**src/design/dc_ltk_pkg.sv**
```systemverilog
// Shared types, constants and character functions for the lock-to-key block.
// No dependencies; used by dc_ltk_front, dc_ltk_emit and dc_lock_to_key_top.
`default_nettype none
package dc_ltk_pkg;

	localparam int MAX_LOCK_LEN = 1024;
	localparam int POS_CAP_I = ((MAX_LOCK_LEN - 1) < 1023) ? (MAX_LOCK_LEN - 1) : 1023;
	localparam logic [9:0] POS_CAP = 10'(POS_CAP_I);

	localparam logic [3:0] LAST_CHR = 4'd9;   // ten-character texts end here
	localparam logic [7:0] KEY_SALT = 8'd5;

	// One accepted lock byte turns into up to three key bytes, or the fallback text.
	typedef struct packed {
		logic             fb;
		logic             lock_last;
		logic [1:0]       nkeys;
		logic [2:0][7:0]  keys;
		logic [2:0][9:0]  pos;
	} ltk_job_t;

	function automatic logic [7:0] nib_swap(input logic [7:0] v);
		return {v[3:0], v[7:4]};
	endfunction

	function automatic logic is_esc(input logic [7:0] k);
		return (k == 8'd0) || (k == 8'd5) || (k == 8'd36) || (k == 8'd96) ||
			(k == 8'd124) || (k == 8'd126);
	endfunction

	// Character c of "/%DCNnnn%/" for an escaped key byte.
	function automatic logic [7:0] esc_char(input logic [7:0] k, input logic [3:0] c);
		logic [3:0] d2;
		logic [3:0] d1;
		logic [3:0] d0;
		logic [7:0] ch;
		d2 = 4'd0;
		d1 = 4'd0;
		d0 = 4'd0;
		case (k)
			8'd5:    begin d0 = 4'd5; end
			8'd36:   begin d1 = 4'd3; d0 = 4'd6; end
			8'd96:   begin d1 = 4'd9; d0 = 4'd6; end
			8'd124:  begin d2 = 4'd1; d1 = 4'd2; d0 = 4'd4; end
			8'd126:  begin d2 = 4'd1; d1 = 4'd2; d0 = 4'd6; end
			default: begin d0 = 4'd0; end
		endcase
		case (c)
			4'd0:    ch = "/";
			4'd1:    ch = "%";
			4'd2:    ch = "D";
			4'd3:    ch = "C";
			4'd4:    ch = "N";
			4'd5:    ch = 8'("0") + {4'd0, d2};
			4'd6:    ch = 8'("0") + {4'd0, d1};
			4'd7:    ch = 8'("0") + {4'd0, d0};
			4'd8:    ch = "%";
			default: ch = "/";
		endcase
		return ch;
	endfunction

	function automatic logic [7:0] fallback_char(input logic [3:0] c);
		logic [7:0] ch;
		case (c)
			4'd0:    ch = "S";
			4'd1:    ch = "T";
			4'd2:    ch = "U";
			4'd3:    ch = "P";
			4'd4:    ch = "I";
			4'd5:    ch = "D";
			4'd6:    ch = "K";
			4'd7:    ch = "E";
			4'd8:    ch = "Y";
			default: ch = "!";
		endcase
		return ch;
	endfunction

endpackage
`default_nettype wire

```
**src/design/dc_ltk_front.sv**
```systemverilog
// Input side: lock state registers and the per-byte job register.
// Depends on dc_ltk_pkg.
`default_nettype none
module dc_ltk_front (
	input  wire logic               clk,
	input  wire logic               arst_n,
	input  wire logic               lock_valid,
	output logic                    lock_ready,
	input  wire logic [7:0]         lock_byte,
	input  wire logic               lock_end,
	input  wire logic               pop,
	output logic                    job_valid_s1,
	output dc_ltk_pkg::ltk_job_t    job_s1
);

	logic [7:0] first_q;
	logic [7:0] prev_q;
	logic [7:0] held_q;
	logic [9:0] count_q;
	logic       accept;
	logic [7:0] ks;
	logic [7:0] k0;
	logic       past_two;
	dc_ltk_pkg::ltk_job_t job_d;

	assign lock_ready = !job_valid_s1 || pop;
	assign accept     = lock_valid && lock_ready;
	assign ks         = dc_ltk_pkg::nib_swap(lock_byte ^ prev_q);
	assign k0         = dc_ltk_pkg::nib_swap(first_q ^ lock_byte ^ prev_q ^ dc_ltk_pkg::KEY_SALT);
	assign past_two   = count_q >= 10'd2;

	always_comb begin
		job_d           = '0;
		job_d.lock_last = lock_end;
		if (count_q == 10'd2) begin
			job_d.keys[0] = held_q;
			job_d.pos[0]  = 10'd1;
			job_d.keys[1] = ks;
			job_d.pos[1]  = 10'd2;
			job_d.nkeys   = 2'd2;
			if (lock_end) begin
				job_d.keys[2] = k0;
				job_d.nkeys   = 2'd3;
			end
		end else if (past_two) begin
			job_d.keys[0] = ks;
			job_d.pos[0]  = count_q;
			job_d.nkeys   = 2'd1;
			if (lock_end) begin
				job_d.keys[1] = k0;
				job_d.nkeys   = 2'd2;
			end
		end else if (lock_end) begin
			job_d.fb = 1'b1;
		end
	end

	always_ff @(posedge clk or negedge arst_n) begin
		if (!arst_n) begin
			first_q      <= '0;
			prev_q       <= '0;
			held_q       <= '0;
			count_q      <= '0;
			job_valid_s1 <= 1'b0;
		end else begin
			if (accept) begin
				if (count_q == 10'd0) first_q <= lock_byte;
				if (count_q == 10'd1) held_q <= ks;
				if (lock_end) begin
					count_q <= '0;
				end else if (count_q < dc_ltk_pkg::POS_CAP) begin
					count_q <= count_q + 10'd1;
				end
				prev_q       <= lock_byte;
				job_valid_s1 <= job_d.fb || (job_d.nkeys != 2'd0);
			end else if (pop) begin
				job_valid_s1 <= 1'b0;
			end
		end
	end

	always_ff @(posedge clk) begin
		if (accept) job_s1 <= job_d;
	end

	a_count_cap: assert property (@(posedge clk) disable iff (!arst_n)
		count_q <= dc_ltk_pkg::POS_CAP)
		else $error("byte count past cap");
	a_hold_job: assert property (@(posedge clk) disable iff (!arst_n)
		job_valid_s1 && !pop && !accept |=> job_valid_s1)
		else $error("job dropped before emission");

endmodule
`default_nettype wire

```
**src/design/dc_ltk_emit.sv**
```systemverilog
// Output side: walks the held job character by character into the result register.
// Depends on dc_ltk_pkg.
`default_nettype none
module dc_ltk_emit (
	input  wire logic               clk,
	input  wire logic               arst_n,
	input  wire logic               job_valid_s1,
	input  wire dc_ltk_pkg::ltk_job_t job_s1,
	output logic                    pop,
	output logic                    key_valid,
	input  wire logic               key_ready,
	output logic [7:0]              key_char,
	output logic [9:0]              key_pos,
	output logic                    fallback,
	output logic                    run_last,
	output logic                    key_done
);

	logic [1:0] slot_q;
	logic [3:0] chr_q;
	logic       load;
	logic [7:0] cur_key;
	logic       cur_esc;
	logic       chr_last;
	logic       job_last;
	logic [7:0] char_d;
	logic [9:0] pos_d;

	assign load     = job_valid_s1 && (!key_valid || key_ready);
	assign cur_key  = job_s1.keys[slot_q];
	assign cur_esc  = dc_ltk_pkg::is_esc(cur_key);
	assign chr_last = (job_s1.fb || cur_esc) ? (chr_q == dc_ltk_pkg::LAST_CHR) : 1'b1;
	assign job_last = chr_last && (job_s1.fb || (slot_q == (job_s1.nkeys - 2'd1)));
	assign pop      = load && job_last;

	always_comb begin
		if (job_s1.fb) begin
			char_d = dc_ltk_pkg::fallback_char(chr_q);
			pos_d  = '0;
		end else begin
			char_d = cur_esc ? dc_ltk_pkg::esc_char(cur_key, chr_q) : cur_key;
			pos_d  = job_s1.pos[slot_q];
		end
	end

	always_ff @(posedge clk or negedge arst_n) begin
		if (!arst_n) begin
			slot_q    <= '0;
			chr_q     <= '0;
			key_valid <= 1'b0;
		end else begin
			if (load) begin
				key_valid <= 1'b1;
				if (job_last) begin
					slot_q <= '0;
					chr_q  <= '0;
				end else if (chr_last) begin
					slot_q <= slot_q + 2'd1;
					chr_q  <= '0;
				end else begin
					chr_q <= chr_q + 4'd1;
				end
			end else if (key_ready) begin
				key_valid <= 1'b0;
			end
		end
	end

	always_ff @(posedge clk) begin
		if (load) begin
			key_char <= char_d;
			key_pos  <= pos_d;
			fallback <= job_s1.fb;
			run_last <= job_last;
			key_done <= job_last && job_s1.lock_last;
		end
	end

	a_chr_range: assert property (@(posedge clk) disable iff (!arst_n)
		chr_q <= dc_ltk_pkg::LAST_CHR)
		else $error("character index out of range");
	a_done_last: assert property (@(posedge clk) disable iff (!arst_n)
		key_valid && key_done |-> run_last)
		else $error("key end without run end");
	a_fb_pos: assert property (@(posedge clk) disable iff (!arst_n)
		key_valid && fallback |-> key_pos == 10'd0)
		else $error("fallback text with nonzero position");
	a_restart: assert property (@(posedge clk) disable iff (!arst_n)
		pop |=> slot_q == 2'd0 && chr_q == 4'd0)
		else $error("counters not rewound after job");

endmodule
`default_nettype wire

```
**src/design/dc_lock_to_key_top.sv**
```systemverilog
// Top level of the lock-to-key transformer.
// Depends on dc_ltk_pkg, dc_ltk_front and dc_ltk_emit.
//
// Usage:
//   Lock channel (lock_valid/lock_ready, lock_byte, lock_end) takes one lock
//   byte per word; lock_end marks the final byte of a lock, and the next word
//   starts a new lock. Key channel (key_valid/key_ready) gives one key text
//   character per word with its key position, the fallback flag, run_last on
//   the last character caused by an input word and key_done on the last
//   character of the whole key. Key byte 0 comes last, tagged position 0.
//   Escaped key bytes (0, 5, 36, 96, 124, 126) become the ten characters
//   /%DCNnnn%/; a lock of fewer than three bytes yields STUPIDKEY!.
// Path: an accepted word is written to the job register; its characters then
//   move from there into the result register.
// Throughput: one character per cycle while key_ready is high. A word that
//   makes one character or none is then taken every cycle; a word that makes
//   more holds the job register until its last character is loaded (up to 30
//   characters for a final byte whose three key bytes are all escaped).
// Reset: arst_n clears the lock state, the count and both valid flags at once.
// Stall: with key_valid high and key_ready low the result register holds; the job register
//   waits behind it and lock_ready drops once a job is pending.
`default_nettype none
module dc_lock_to_key_top (
	input  wire logic        clk,
	input  wire logic        arst_n,
	input  wire logic        lock_valid,
	output logic             lock_ready,
	input  wire logic [7:0]  lock_byte,
	input  wire logic        lock_end,
	output logic             key_valid,
	input  wire logic        key_ready,
	output logic [7:0]       key_char,
	output logic [9:0]       key_pos,
	output logic             fallback,
	output logic             run_last,
	output logic             key_done
);

	logic                  pop;
	logic                  job_valid_s1;
	dc_ltk_pkg::ltk_job_t  job_s1;

	// Build at most one job per lock word and hold the running lock state.
	dc_ltk_front u_front (
		.clk          (clk),
		.arst_n       (arst_n),
		.lock_valid   (lock_valid),
		.lock_ready   (lock_ready),
		.lock_byte    (lock_byte),
		.lock_end     (lock_end),
		.pop          (pop),
		.job_valid_s1 (job_valid_s1),
		.job_s1       (job_s1)
	);

	// Emit the job into the result register, one character per unstalled cycle.
	dc_ltk_emit u_emit (
		.clk          (clk),
		.arst_n       (arst_n),
		.job_valid_s1 (job_valid_s1),
		.job_s1       (job_s1),
		.pop          (pop),
		.key_valid    (key_valid),
		.key_ready    (key_ready),
		.key_char     (key_char),
		.key_pos      (key_pos),
		.fallback     (fallback),
		.run_last     (run_last),
		.key_done     (key_done)
	);

endmodule
`default_nettype wire

```
**config.mk**
```make
export PLATFORM = sky130hd
export DESIGN_NAME = dc_lock_to_key_top
export DESIGN_NICKNAME = d
export VERILOG_FILES = /design/src/design/dc_ltk_pkg.sv /design/src/design/dc_ltk_front.sv /design/src/design/dc_ltk_emit.sv /design/src/design/dc_lock_to_key_top.sv
export SDC_FILE = /design/constraint.sdc
export NUM_CORES = 1
export LEC_CHECK = 0
export ABC_AREA = 1
export BUFFER_PORTS_ARGS = -buffer_cell sky130_fd_sc_hd__buf_4
export CAP_MARGIN = 5
export CORE_MARGIN = 2
export CORE_UTILIZATION = 55
export CTS_CLUSTER_DIAMETER = 50
export DETAILED_ROUTE_END_ITERATION = 10
export PLACE_DENSITY = 0.7
export SLEW_MARGIN = 40
export SYNTH_ARGS = -nofsm -noshare
export SYNTH_HDL_FRONTEND = slang
export SYNTH_SLANG_ARGS = --single-unit
```
**constraint.sdc**
```tcl
create_clock -name clk -period 3.06 [get_ports clk]
set_clock_uncertainty 0.2 [all_clocks]
set_input_delay 0.306 -clock clk [delete_from_list [all_inputs] [get_ports clk]]
set_output_delay 0.306 -clock clk [all_outputs]
set_load 0.05 [all_outputs]
```
-- Word level (Yosys, flattened, before mapping)
Memory sizes are Yosys's and may differ from the RTL's.
Index checks and enable logic that the tools add are counted.
- add/sub/neg operators: 7
- magnitude comparators: 3
- equal/unequal tests: 17
- mux-type cells: 36
- bitwise gates (word level): 5
- reductions and logical operators: 33
- operators with widths (kind ; count):
    8-bit case mux with 7 select lines ; 1
    16-bit two-way mux ; 2
    8-bit two-way mux ; 4
    10-bit two-way mux ; 3
    8-bit by 7-bit equality test with 1-bit output (second input constant) ; 3
    8-bit XOR ; 3
    6-bit by 4-bit adder with 7-bit output (first input constant) ; 3
    10-bit binary-select mux with 2-bit select ; 1
    4-bit two-way mux ; 5
    8-bit binary-select mux with 2-bit select ; 1
    4-bit by 3-bit equality test with 1-bit output (second input constant) ; 4
    2-bit two-way mux ; 6
    4-bit case mux with 3 select lines ; 1
    10-bit by 1-bit adder with 10-bit output (second input constant) ; 1
    10-bit by 1-bit equality test with 1-bit output (second input constant) ; 1
    10-bit by 2-bit equality test with 1-bit output (second input constant) ; 1
    10-bit by 2-bit >= comparator with 1-bit output (second input constant) ; 1
    10-bit logical NOT ; 1
    1-bit logical OR ; 10
    10-bit less-than comparator (second input constant) ; 1
    1-bit two-way mux ; 10
    2-bit AND reduction ; 5
    2-bit nonzero test ; 5
    9-bit two-way mux ; 1
    18 further kinds ; 27
- bits in registers: 111
- memory bits (read-only): 112
- bits of input ports: 13
- output and inout port bits: 23
- logic and storage cells: 124
- memories: 1
- memory list (memory ; words ; bits a word ; rd ports ; clocked after memory_dff ; write ports ; line ; text):
    (name not given) ; 16 ; 7 ; 1 ; 0 ; 0 ; dc_ltk_pkg.sv:65 ; case (c)

-- Logic depth before layout (Yosys ltp)
Gate-level depths: netlist (run 1).
- depth in word-level cells: 15
- depth in mapped cells: 19
- gate-level depth less buffers: 19

-- Modules after synthesis
A second synthesis (run 1) with hierarchy kept.
- cell total of the unflattened synthesis: 700
- area total of the unflattened synthesis: 5900.7 µm²
- modules (own cells, without submodules) (module ; instances ; cells each ; area an instance (µm²) ; sequential area each (µm²)):
    dc_ltk_front ; 1 ; 386 ; 3724.8 ; 2047.0
    dc_ltk_emit ; 1 ; 314 ; 2175.8 ; 805.8

-- Least setup slack after synthesis (run 1)
Ideal clock, no wire load.
- kind: register to register
- start: reg u_emit.key_valid
- end: reg, netlist name u_front.job_s1[0]
- library setup time: 0.379 ns
- arrival: 2.224 ns
- data required time: 2.481 ns
- path slack: 0.257 ns
- stages on the path, launching flop included: 8
- buffers on the path: 0
- period minus slack after synthesis: 2.803 ns
- cells stage by stage: dfrtp_1 nand2_1 nand2_1 inv_1 nand3_2 nand2_4 nand2_2 inv_2
- word-level cells in the longest chain between the ends: 6
- ends and longest elaborated chain (element ; line ; text):
    start, declared ; dc_ltk_emit.sv:10 ; output logic key_valid,
    start signal, assigned ; dc_ltk_emit.sv:50 ; key_valid <= 1'b0;
    start signal, assigned ; dc_ltk_emit.sv:53 ; key_valid <= 1'b1;
    start signal, assigned ; dc_ltk_emit.sv:64 ; key_valid <= 1'b0;
    1-bit logical NOT ; dc_ltk_emit.sv:29 ; assign load = job_valid_s1 && (!key_valid || key_ready);
    1-bit logical OR ; dc_ltk_emit.sv:29 ;
    1-bit logical AND ; dc_ltk_emit.sv:29 ;
    via u_emit.load ; dc_ltk_emit.sv:21 ; logic load;
    1-bit logical AND ; dc_ltk_emit.sv:34 ; assign pop = load && job_last;
    1-bit logical OR ; dc_ltk_front.sv:26 ; assign lock_ready = !job_valid_s1 || pop;
    1-bit logical AND ; dc_ltk_front.sv:27 ; assign accept = lock_valid && lock_ready;
    via u_front.accept ; dc_ltk_front.sv:20 ; logic accept;
The timed path passes the listed nets, and every way through them passes these cells.
A chain may end at the register's enable or synchronous reset.

-- Worst setup path in the final report (run 1)
- start: reg u_emit.slot_q[0]
- end: out lock_ready
- word-level cells in the longest chain between the ends: 13
- elaborated cells between the ends (all ways): 20
- classes of those cells: eq/ne (6); mux (3); reduce/logical (11)
- ends and longest elaborated chain (element ; line ; text):
    start, declared ; dc_ltk_emit.sv:19 ; logic [1:0] slot_q;
    start signal, assigned ; dc_ltk_emit.sv:58 ; slot_q <= slot_q + 2'd1;
    8-bit binary-select mux with 2-bit select ; dc_ltk_emit.sv:30 ; assign cur_key = job_s1.keys[slot_q];
    8-bit two-way mux (implied by the code) ; dc_ltk_emit.sv:30 ;
    8-bit by 3-bit equality test with 1-bit output or 8-bit logical NOT (tied branches) ; dc_ltk_pkg.sv:27 ; return (k == 8'd0) || (k == 8'd5) || (k == 8'd36) || (k == 8'd96) ||
    1-bit logical OR (4 in series) ; dc_ltk_pkg.sv:27 ;
    1-bit logical OR ; dc_ltk_pkg.sv:28 ; (k == 8'd124) || (k == 8'd126);
    1-bit logical OR ; dc_ltk_emit.sv:32 ; assign chr_last = (job_s1.fb || cur_esc) ? (chr_q == dc_ltk_pkg::LAST_CHR) : 1'b1;
    1-bit two-way mux ; dc_ltk_emit.sv:32 ;
    1-bit logical AND * ; dc_ltk_emit.sv:33 ; assign job_last = chr_last && (job_s1.fb || (slot_q == (job_s1.nkeys - 2'd1)));
    1-bit logical AND * ; dc_ltk_emit.sv:34 ;
    1-bit logical OR * ; dc_ltk_front.sv:26 ;
    end, declared ; dc_lock_to_key_top.sv:27 ; output logic lock_ready,
Mark *: on every way between the ends. The rest lies on a longest branch, timed or not. The select of a mux whose other input is x is not followed.

==> results of run 1 <==
==> layer usage <==
layer / routed length, um / vias up / GRT usage
met5: 0 / - / 0
met4: 152 / 0 / 0.0617
met3: 303 / 18 / 0.0296
met2: 5300 / 69 / 0.367
met1: 4970 / 1924 / 0.301
li1: - / 2101 / -
==> power breakdown <==
part	switching (mW)	leakage, nW	internal, mW
Combinational	2.52	1.58	1.14
Sequential	0.317	1.12	2.19
Clock	0.456	0.0866	0.326
Total	3.29	2.79	3.66
==> cell usage after synthesis (2+ instances only) <==
| master | count | share of area |
|---|---|---|
| sky130_fd_sc_hd__nand3_2 | 2 | 0.0037 |
| sky130_fd_sc_hd__o221ai_1 | 2 | 0.0032 |
| sky130_fd_sc_hd__edfxtp_1 | 60 | 0.33 |
| sky130_fd_sc_hd__nand2_2 | 5 | 0.0058 |
| sky130_fd_sc_hd__xnor2_1 | 10 | 0.016 |
| sky130_fd_sc_hd__a21oi_1 | 7 | 0.0065 |
| sky130_fd_sc_hd__buf_6 | 4 | 0.0083 |
| sky130_fd_sc_hd__o211ai_1 | 2 | 0.0028 |
| sky130_fd_sc_hd__o31ai_1 | 7 | 0.0097 |
| sky130_fd_sc_hd__clkbuf_1 | 20 | 0.014 |
| sky130_fd_sc_hd__nand3_1 | 25 | 0.023 |
| sky130_fd_sc_hd__o21ai_0 | 20 | 0.019 |
| sky130_fd_sc_hd__ha_1 | 10 | 0.023 |
| sky130_fd_sc_hd__nor3_1 | 9 | 0.0083 |
| sky130_fd_sc_hd__inv_2 | 3 | 0.0021 |
| sky130_fd_sc_hd__inv_1 | 55 | 0.038 |
| sky130_fd_sc_hd__nand4_1 | 28 | 0.032 |
| sky130_fd_sc_hd__nand2_4 | 2 | 0.0042 |
| sky130_fd_sc_hd__xor2_1 | 16 | 0.026 |
| sky130_fd_sc_hd__nand2_1 | 192 | 0.13 |
| sky130_fd_sc_hd__nor2_1 | 67 | 0.046 |
| sky130_fd_sc_hd__dfrtp_1 | 42 | 0.19 |
| sky130_fd_sc_hd__a21oi_2 | 5 | 0.0081 |
| sky130_fd_sc_hd__o22ai_1 | 3 | 0.0035 |
| sky130_fd_sc_hd__nor2_2 | 9 | 0.010 |
==> through the flow <==
| step | cell area [sq um] | worst slack, ps | cells | hold slack, ps |
|---|---|---|---|---|
| 6_report | 6090 | 177 | 797 | 18.3 |
| 5_1_grt | 6090 | -6.55 | 797 | 14.6 |
| 4_1_cts | 6070 | 126 | 797 | 0.694 |
| 3_5_place_dp | 5800 | 285 | 772 | 132 |
| 3_3_place_gp | 5800 | 365 | 772 | 130 |
| 2_1_floorplan | 5410 | 257 | 620 | -190 |
==> final timing paths <==
check / start / to / cells after the start
hold / removal: key_ready / u_emit.key_valid / 4
min in group asynchronous: arst_n / u_front.first_q[6] / 2
setup reg to reg: u_emit.slot_q[0] / u_front.job_s1[49] / 18
hold reg to reg: u_front.held_q[1] / u_front.held_q[1] / 2
setup / recovery: u_emit.slot_q[0] / lock_ready / 15
max in group asynchronous: arst_n / u_emit.slot_q[1] / 2
==> state kept, by name, summed over array words and instances (netlist names), 2 cells and up <==
name and flops:
u_front.job_s1 39, u_emit.key_pos 10, u_front.count_q 10, u_emit.key_char 8, u_front.first_q 8, u_front.held_q 8, u_front.prev_q 8, u_emit.chr_q 4
u_emit.slot_q 2
==> logic make-up (layout without fill, tap and decap cells) <==
| kind of cell | count (synthesis) | count (layout) |
|---|---|---|
| buf+inv | 87 | 131 |
| xor+xnor | 26 | 26 |
| compound gates | 51 | 51 |
| fa+ha+maj | 10 | 10 |
| flops | 102 | 102 |
| simple gates | 344 | 344 |
==> area by class of cell <==
type,instances,area (sq um)
clock buffer,11,141
clock inverter,5,41.3
fill,864,3550
inverter,60,228
multi-input combinational,431,2200
sequential,102,2850
tap,133,166
timing repair buffer,55,464
==> worst max-delay path: stages (launching register included) <==
cell	delay, ps
sky130_fd_sc_hd__dfrtp_1	400
sky130_fd_sc_hd__inv_2	170
sky130_fd_sc_hd__nand2_4	120
sky130_fd_sc_hd__nor2_2	120
sky130_fd_sc_hd__inv_1	50
sky130_fd_sc_hd__nand2_1	130
sky130_fd_sc_hd__nand2_1	90
sky130_fd_sc_hd__nor2_1	150
sky130_fd_sc_hd__nand2_2	80
sky130_fd_sc_hd__nand2_2	100
sky130_fd_sc_hd__nor2_4	40
sky130_fd_sc_hd__nand3_2	90
sky130_fd_sc_hd__nand2_2	80
sky130_fd_sc_hd__nand3_2	110
sky130_fd_sc_hd__nand2_8	110
sky130_fd_sc_hd__buf_6	180
==> what timing repair did <==
item,in CTS,in global routing
gates resized for setup,0,5
endpoints found under the hold margin,50,0
hold buffers,9,0
endpoints found under the setup margin,0,1
==> Implementation_results.wiki, run 1 <==
{| class="wikitable"
! Metric !! Value
|-
| Outcome || completed
|-
| Power per Cell Area || between 1000 and 1500 nW/um^2
|-
| Initial Util || 0.561
|-
| Sink Count || 102
|-
| Post-detailed-route count of antenna-violating nets || 0
|-
| GR Overflow Total || 0
|-
| Core region area || between 9000 and 10000 sq um
|-
| Global Route Usage Sum || 0.219
|-
| Average wire per cell in the routed design || between 10 and 15 um
|-
| Type of element capturing the critical path || primary output
|-
| Clk buf depth || 2
|-
| Die Height || 103 um
|-
| Basic-gate share of the synthesized area counting and, or, nand and nor cells || 0.278
|-
| Antenna cell count || 0
|-
| YS warnings || 0
|-
| Clock latency on the worst-skew pair || around 360 ps
|-
| Total number of H-tree levels || 3
|-
| Ratio of cells with drive above 1 in the final layout || 0.142
|-
| Slew at the pin with the worst max-slew slack || about 560 ps
|-
| Worst ir drop on vdd || between 600 and 700 uV
|-
| Area overhead of the layout relative to synthesis || 12.7%
|-
| Core Util, Final || 0.632
|-
| Dominant synthesized flop cell || sky130_fd_sc_hd__edfxtp_1
|-
| Clock Root Buffer || sky130_fd_sc_hd__clkbuf_8
|-
| Wire length of the first global-routing pass || around 18 mm
|-
| Nets@finish || around 680
|-
| Initial DRC Count || roughly 180
|-
| Leakage power figure || roughly 2.8 nW
|-
| Post-synthesis instance area || approximately 5400 sq um
|-
| Hold WC Path Type || input port to flop
|-
| CP Max Fanout || 16
|-
| Routed vias || slightly above 4000
|-
| Post-CTS Repair Setup Buffers || 0
|-
| Class of the most critical setup path || flop to primary output
|-
| Post-DP HPWL || roughly 8 mm
|-
| Max-slew violation count || 0
|-
| Largest net degree at the start of global routing || 43
|-
| Portion of the clock cycle consumed by the worst path in the final layout || 0.942
|-
| Synthesized area per cell || 8.72 sq um
|-
| Fmax || between 300 and 400 MHz
|-
| Accumulated negative setup slack || 0 ps
|-
| Placer congestion estimate || between 0.9 and 1
|-
| Total routed wirelength || 10.7 mm
|-
| Max_slew headroom || 0.626
|-
| CTS buffer count || 9
|-
| Final critical delay including setup and external delays || ~2900 ps
|-
| WP data required || ~2600 ps
|-
| Hold Vio Cnt, Final || 0
|-
| EDFF count, synth || 60
|-
| Leading cell type in the layout, fill and taps excluded || sky130_fd_sc_hd__nand2_1
|-
| Crit path DAT || around 2400 ps
|-
| Sequential area share after synthesis || 0.527
|-
| Commonest cells after routing, fill and taps aside || 192 x sky130_fd_sc_hd__nand2_1, 67 x sky130_fd_sc_hd__nor2_1, 60 x sky130_fd_sc_hd__edfxtp_1
|-
| Vias/cell || roughly 5.2
|-
| Setup crit start kind || flop
|-
| Flop-to-flop setup slack || between 200 and 300 ps
|-
| Num rows || 36
|-
| Horizontal extent of the die || about 100 um
|-
| Compound-Gate Fraction of Synth Area || 0.0601
|-
| Number of global-route vias before repair || ~3900
|-
| Mux share of post-synthesis cell area || 0
|-
| Share of flip-flops with an asynchronous set or reset || 0.412
|-
| Synth Area in Adders || 0.0231
|-
| Final setup violation count || 0
|-
| TritonCTS clock tree || built
|-
| Clock input transition at the sequential cells of the worst setup and hold paths || approximately 90 ps
|-
| Antenna violations before repair || 0
|-
| Max-cap violations || 0
|-
| Overall Power || about 6.9 mW
|-
| Yosys reg bits || a little over 100
|-
| Boundary Pins || 36
|-
| DR pass1 iterations || 5
|-
| Area share of xor/xnor cells in the synthesized design || 0.0421
|-
| Number of distinct library cell variants in the gate-level netlist after synthesis || 40
|-
| Combinational family with the most area after synthesis || simple AND/OR/NAND/NOR gates
|-
| Number of design rule violations left after detail routing || 0
|-
| Synthesized netlist cell count || just over 600
|-
| Post-synthesis net count || approximately 640
|-
| Port Buffers || 35
|-
| Total die area || approximately 11000 sq um
|}
No activity file was read; power rests on OpenSTA's default activity.
==> inputs of run 2 (changes only) <==
--- a/config.mk
+++ b/config.mk
@@ -16,4 +16,5 @@
 export SLEW_MARGIN = 40
 export SYNTH_ARGS = -nofsm -noshare
 export SYNTH_HDL_FRONTEND = slang
+export SYNTH_HIERARCHICAL = 1
 export SYNTH_SLANG_ARGS = --single-unit
==> run 2 against run 1 <==
Compared with the run above:
- final cell count rose by 11%
- critical path depth rose by 1
- critical endpoint unchanged
- sequential cell count did not move
- highest routed layer unchanged
- sequential power fell by 3%
- via count rose by 8.2%
- setup slack got worse by 41 ps
- global-route usage fell by 1.2 points
- non-clock buffer count did not move
- sequential share of layout area fell by 4.1 points
==> Implementation_results.wiki, run 2 <==
{| class="wikitable"
! Metric !! Value
|-
| Outcome || completed
|-
| EDFF count, synth || 60 (unchanged)
|-
| Sink Count || 102 (unchanged)
|-
| Biggest register || u_front/job_s1
|-
| Max_slew headroom || 0.601 (-0.0252)
|-
| Commonest cells after routing, fill and taps aside || 195 x sky130_fd_sc_hd__nand2_1, 70 x sky130_fd_sc_hd__nor2_1, 60 x sky130_fd_sc_hd__edfxtp_1
|-
| Depth of the most critical reg-to-reg path || 19 (+1)
|-
| Class of the most critical setup path || flop to primary output
|-
| CTS buffer count || 9 (unchanged)
|-
| Ratio of cells with drive above 1 in the final layout || 0.219 (+0.0774)
|-
| Flip-flop count of the largest register after layout || 39 (unchanged)
|-
| Final setup violation count || 0 (unchanged)
|-
| Cell types with the largest area share after synthesis || sky130_fd_sc_hd__edfxtp_1 31%, sky130_fd_sc_hd__dfrtp_1 18%, sky130_fd_sc_hd__nand2_1 13%
|-
| GR Overflow Total || 0 (unchanged)
|-
| Leading cell type in the layout, fill and taps excluded || sky130_fd_sc_hd__nand2_1
|-
| Setup crit start kind || flop
|-
| YS warnings || 6 (+6)
|-
| DR pass1 iterations || 5 (unchanged)
|-
| Clock Root Buffer || sky130_fd_sc_hd__clkbuf_8
|-
| Synthesized netlist cell count || 700 (+13%)
|-
| Leakage power figure || 3.06 nW (+9.6%)
|-
| Post-DP HPWL || 8.22 mm (+4.7%)
|-
| Synth top cells by count || 205 x sky130_fd_sc_hd__nand2_1, 72 x sky130_fd_sc_hd__nor2_1, 60 x sky130_fd_sc_hd__edfxtp_1
|-
| Portion of the clock cycle consumed by the worst path in the final layout || 0.956 (+0.0135)
|-
| Placer congestion estimate || 0.966 (+1.9%)
|-
| Area share of the largest cell type after synthesis || 0.305 (-0.0278)
|-
| Synthesized area per cell || 8.43 sq um (-3.4%)
|-
| Horizontal extent of the die || 108 um (+4.3%)
|-
| Average wire per cell in the routed design || 13.1 um (-2.8%)
|-
| Post-detailed-route count of antenna-violating nets || 0 (unchanged)
|-
| Crit path DAT || 2420 ps (+40 ps)
|-
| CP Max Fanout || 9 (-7)
|-
| Boundary Pins || 36 (unchanged)
|-
| Count leader, synth || sky130_fd_sc_hd__nand2_1
|-
| Antenna violations before repair || 0 (unchanged)
|-
| Max-slew violation count || 0 (unchanged)
|-
| Initial Util || 0.569 (+0.00788)
|-
| Number of global-route vias before repair || 4068 (+5.1%)
|-
| Total die area || 11600 sq um (+8.7%)
|-
| Sequential area share after synthesis || 0.483 (-0.0440)
|-
| Share of flip-flops with an asynchronous set or reset || 0.412 (unchanged)
|-
| Dominant synthesized flop cell || sky130_fd_sc_hd__edfxtp_1
|-
| Number of design rule violations left after detail routing || 0 (unchanged)
|-
| Yosys reg bits || 102 (unchanged)
|-
| Number of filler instances in the final layout || 887 (+2.7%)
|-
| Global Route Usage Sum || 0.207 (-0.0115)
|-
| Fmax || 342 MHz (-1.4%)
|-
| Vias/cell || 5.03 (-2.5%)
|-
| Num rows || 37 (+2.8%)
|-
| Number of cells on the worst hold path || 3 (-1)
|-
| Number of distinct library cell variants in the gate-level netlist after synthesis || 40 (unchanged)
|-
| Hold WC Path Type || input port to flop
|-
| Total number of H-tree levels || 3 (unchanged)
|-
| Max-cap violations || 0 (unchanged)
|-
| WP data required || 2550 ps (about the same)
|-
| Post-synthesis instance area || 5900 sq um (+9.1%)
|-
| Clock latency on the worst-skew pair || 350 ps (about the same)
|-
| Worst hold-check slack || 29.5 ps (+11.2 ps)
|-
| Antenna cell count || 0 (unchanged)
|-
| Worst ir drop on vdd || 613 uV (-9.8%)
|-
| Total routed wirelength || 11.6 mm (+7.9%)
|-
| Largest net degree at the start of global routing || 43 (unchanged)
|-
| Type of element capturing the critical path || primary output
|-
| Wire length of the first global-routing pass || 19.1 mm (+4.4%)
|-
| Routed vias || 4451 (+8.2%)
|-
| Clock input transition at the sequential cells of the worst setup and hold paths || 100 ps (about the same)
|-
| Area overhead of the layout relative to synthesis || 13.2%
|-
| Cell type with the highest aggregate area in the netlist || sky130_fd_sc_hd__edfxtp_1
|-
| Hold Vio Cnt, Final || 0 (unchanged)
|-
| RSZ-0062 raised after global routing || true
|-
| Core region area || 10400 sq um (+7.6%)
|-
| Die Height || 108 um (+4.3%)
|-
| Nets@finish || 767 (+12%)
|-
| Biggest regs || u_front/job_s1 (39), u_emit/key_pos (10), u_front/count_q (10)
|-
| Power per Cell Area || 1060 nW/um^2 (-7.0%)
|-
| Initial DRC Count || 278 (+52%)
|-
| Clk buf depth || 2 (unchanged)
|-
| Port Buffers || 35 (unchanged)
|-
| TritonCTS clock tree || built
|-
| Slew at the pin with the worst max-slew slack || 598 ps (+37.9 ps)
|-
| Final Worst Setup Slack || 136 ps (-41.2 ps)
|-
| Final critical delay including setup and external delays || 2920 ps (+41.2 ps)
|-
| Place WS || -37.9 ps (-323 ps)
|}
## run 2: changes by cell type after synthesis, moves of 11 or more
cell,before,now
sky130_fd_sc_hd__nand4_1,28,6
sky130_fd_sc_hd__buf_4,1,19
sky130_fd_sc_hd__o21ai_2,1,19
sky130_fd_sc_hd__o21ai_0,20,34
sky130_fd_sc_hd__nand2_1,192,205
sky130_fd_sc_hd__nand3_1,25,36
## run 2: logic make-up (layout without fill, tap and decap cells)
logic type,Yosys count,count (layout),synth area share
flops,102,102,0.483
buf+inv,111,139,0.0929
xor+xnor,21,21,0.0312
compound gates,89,89,0.0937
simple gates,366,369,0.277
fa+ha+maj,10,10,0.0212
other cells,1,19,0.000636
## run 2: cell type report
type,count,area [sq um],area share
sequential,102,2860,0.427
inverter,67,264,0.0395
timing repair buffer,55,462,0.0691
timing repair inverter,1,5.00,0.000749
multi-input combinational,508,2700,0.405
clock inverter,2,36.3,0.00543
tap,136,170,0.0255
clock buffer,14,185,0.0277
## run 2: critical path, stage by stage (launching register included)
cell                      delay (ps)
sky130_fd_sc_hd__dfrtp_2         450
sky130_fd_sc_hd__buf_6           150
sky130_fd_sc_hd__nand2_1          50
sky130_fd_sc_hd__nand2_1          90
sky130_fd_sc_hd__nand2_1          50
sky130_fd_sc_hd__o21ai_1         150
sky130_fd_sc_hd__nor2_1          100
sky130_fd_sc_hd__nand2_1          70
sky130_fd_sc_hd__nor2_1           60
sky130_fd_sc_hd__nor2_2          210
sky130_fd_sc_hd__nand3_4         120
sky130_fd_sc_hd__nand2_4         110
sky130_fd_sc_hd__nand2_4          60
sky130_fd_sc_hd__nor2_2           70
sky130_fd_sc_hd__inv_1            70
sky130_fd_sc_hd__nand2_4          80
sky130_fd_sc_hd__buf_8           150
## run 2: routing by layer
metal	up-vias	part of all wire	global-route usage	wire length, um
met5	-	0	0	0
met4	0	0.016	0.0815	189
met3	16	0.036	0.0357	417
met2	105	0.49	0.328	5620
met1	2026	0.46	0.285	5350
li1	2304	-	-	-
## run 2: repair_timing
| action | 4_1_cts | 5_1_grt |
|---|---|---|
| setup buffers | 0 | 7 |
| gates resized for setup | 4 | 28 |
| hold buffers | 2 | 0 |
| hold endpoints to repair | 43 | 0 |
| setup endpoints to repair | 34 | 66 |
| cloned | 0 | 4 |
| pin swaps | 0 | 6 |
## run 2: stage by stage
step / cell area [sq um] / utilization / power, mW / cells / setup TNS, ps
global placement: 6230 / 0.601 / 5.86 / 856 / 0
CTS: 6490 / 0.626 / 6.88 / 874 / 0
finish: 6680 / 0.644 / 7.09 / 885 / 0
detailed placement: 6230 / 0.601 / 5.94 / 856 / -856
floorplan: 6010 / - / 5.14 / 718 / -6850
global route: 6680 / 0.644 / 7.64 / 885 / -1820
## run 2: path summary, 6_finish.rpt
| check | to | from | slack [ps] |
|---|---|---|---|
| setup reg to reg | u_front/job_s1[47] | u_emit/slot_q[0] | 160 |
| hold reg to reg | u_front/held_q[5] | u_front/held_q[5] | 290 |
| min in group asynchronous | u_front/count_q[4] | arst_n | 290 |
| max in group asynchronous | u_emit/slot_q[1] | arst_n | 1950 |
| hold / removal | u_front/job_valid_s1 | lock_valid | 30 |
| setup / recovery | lock_ready | u_emit/slot_q[0] | 140 |
## run 2: where the power goes
part           internal, mW  leakage [nW]  switching [mW]
registers              2.13          1.12           0.295
logic                  1.20          1.83            2.54
clock network         0.480         0.111           0.441
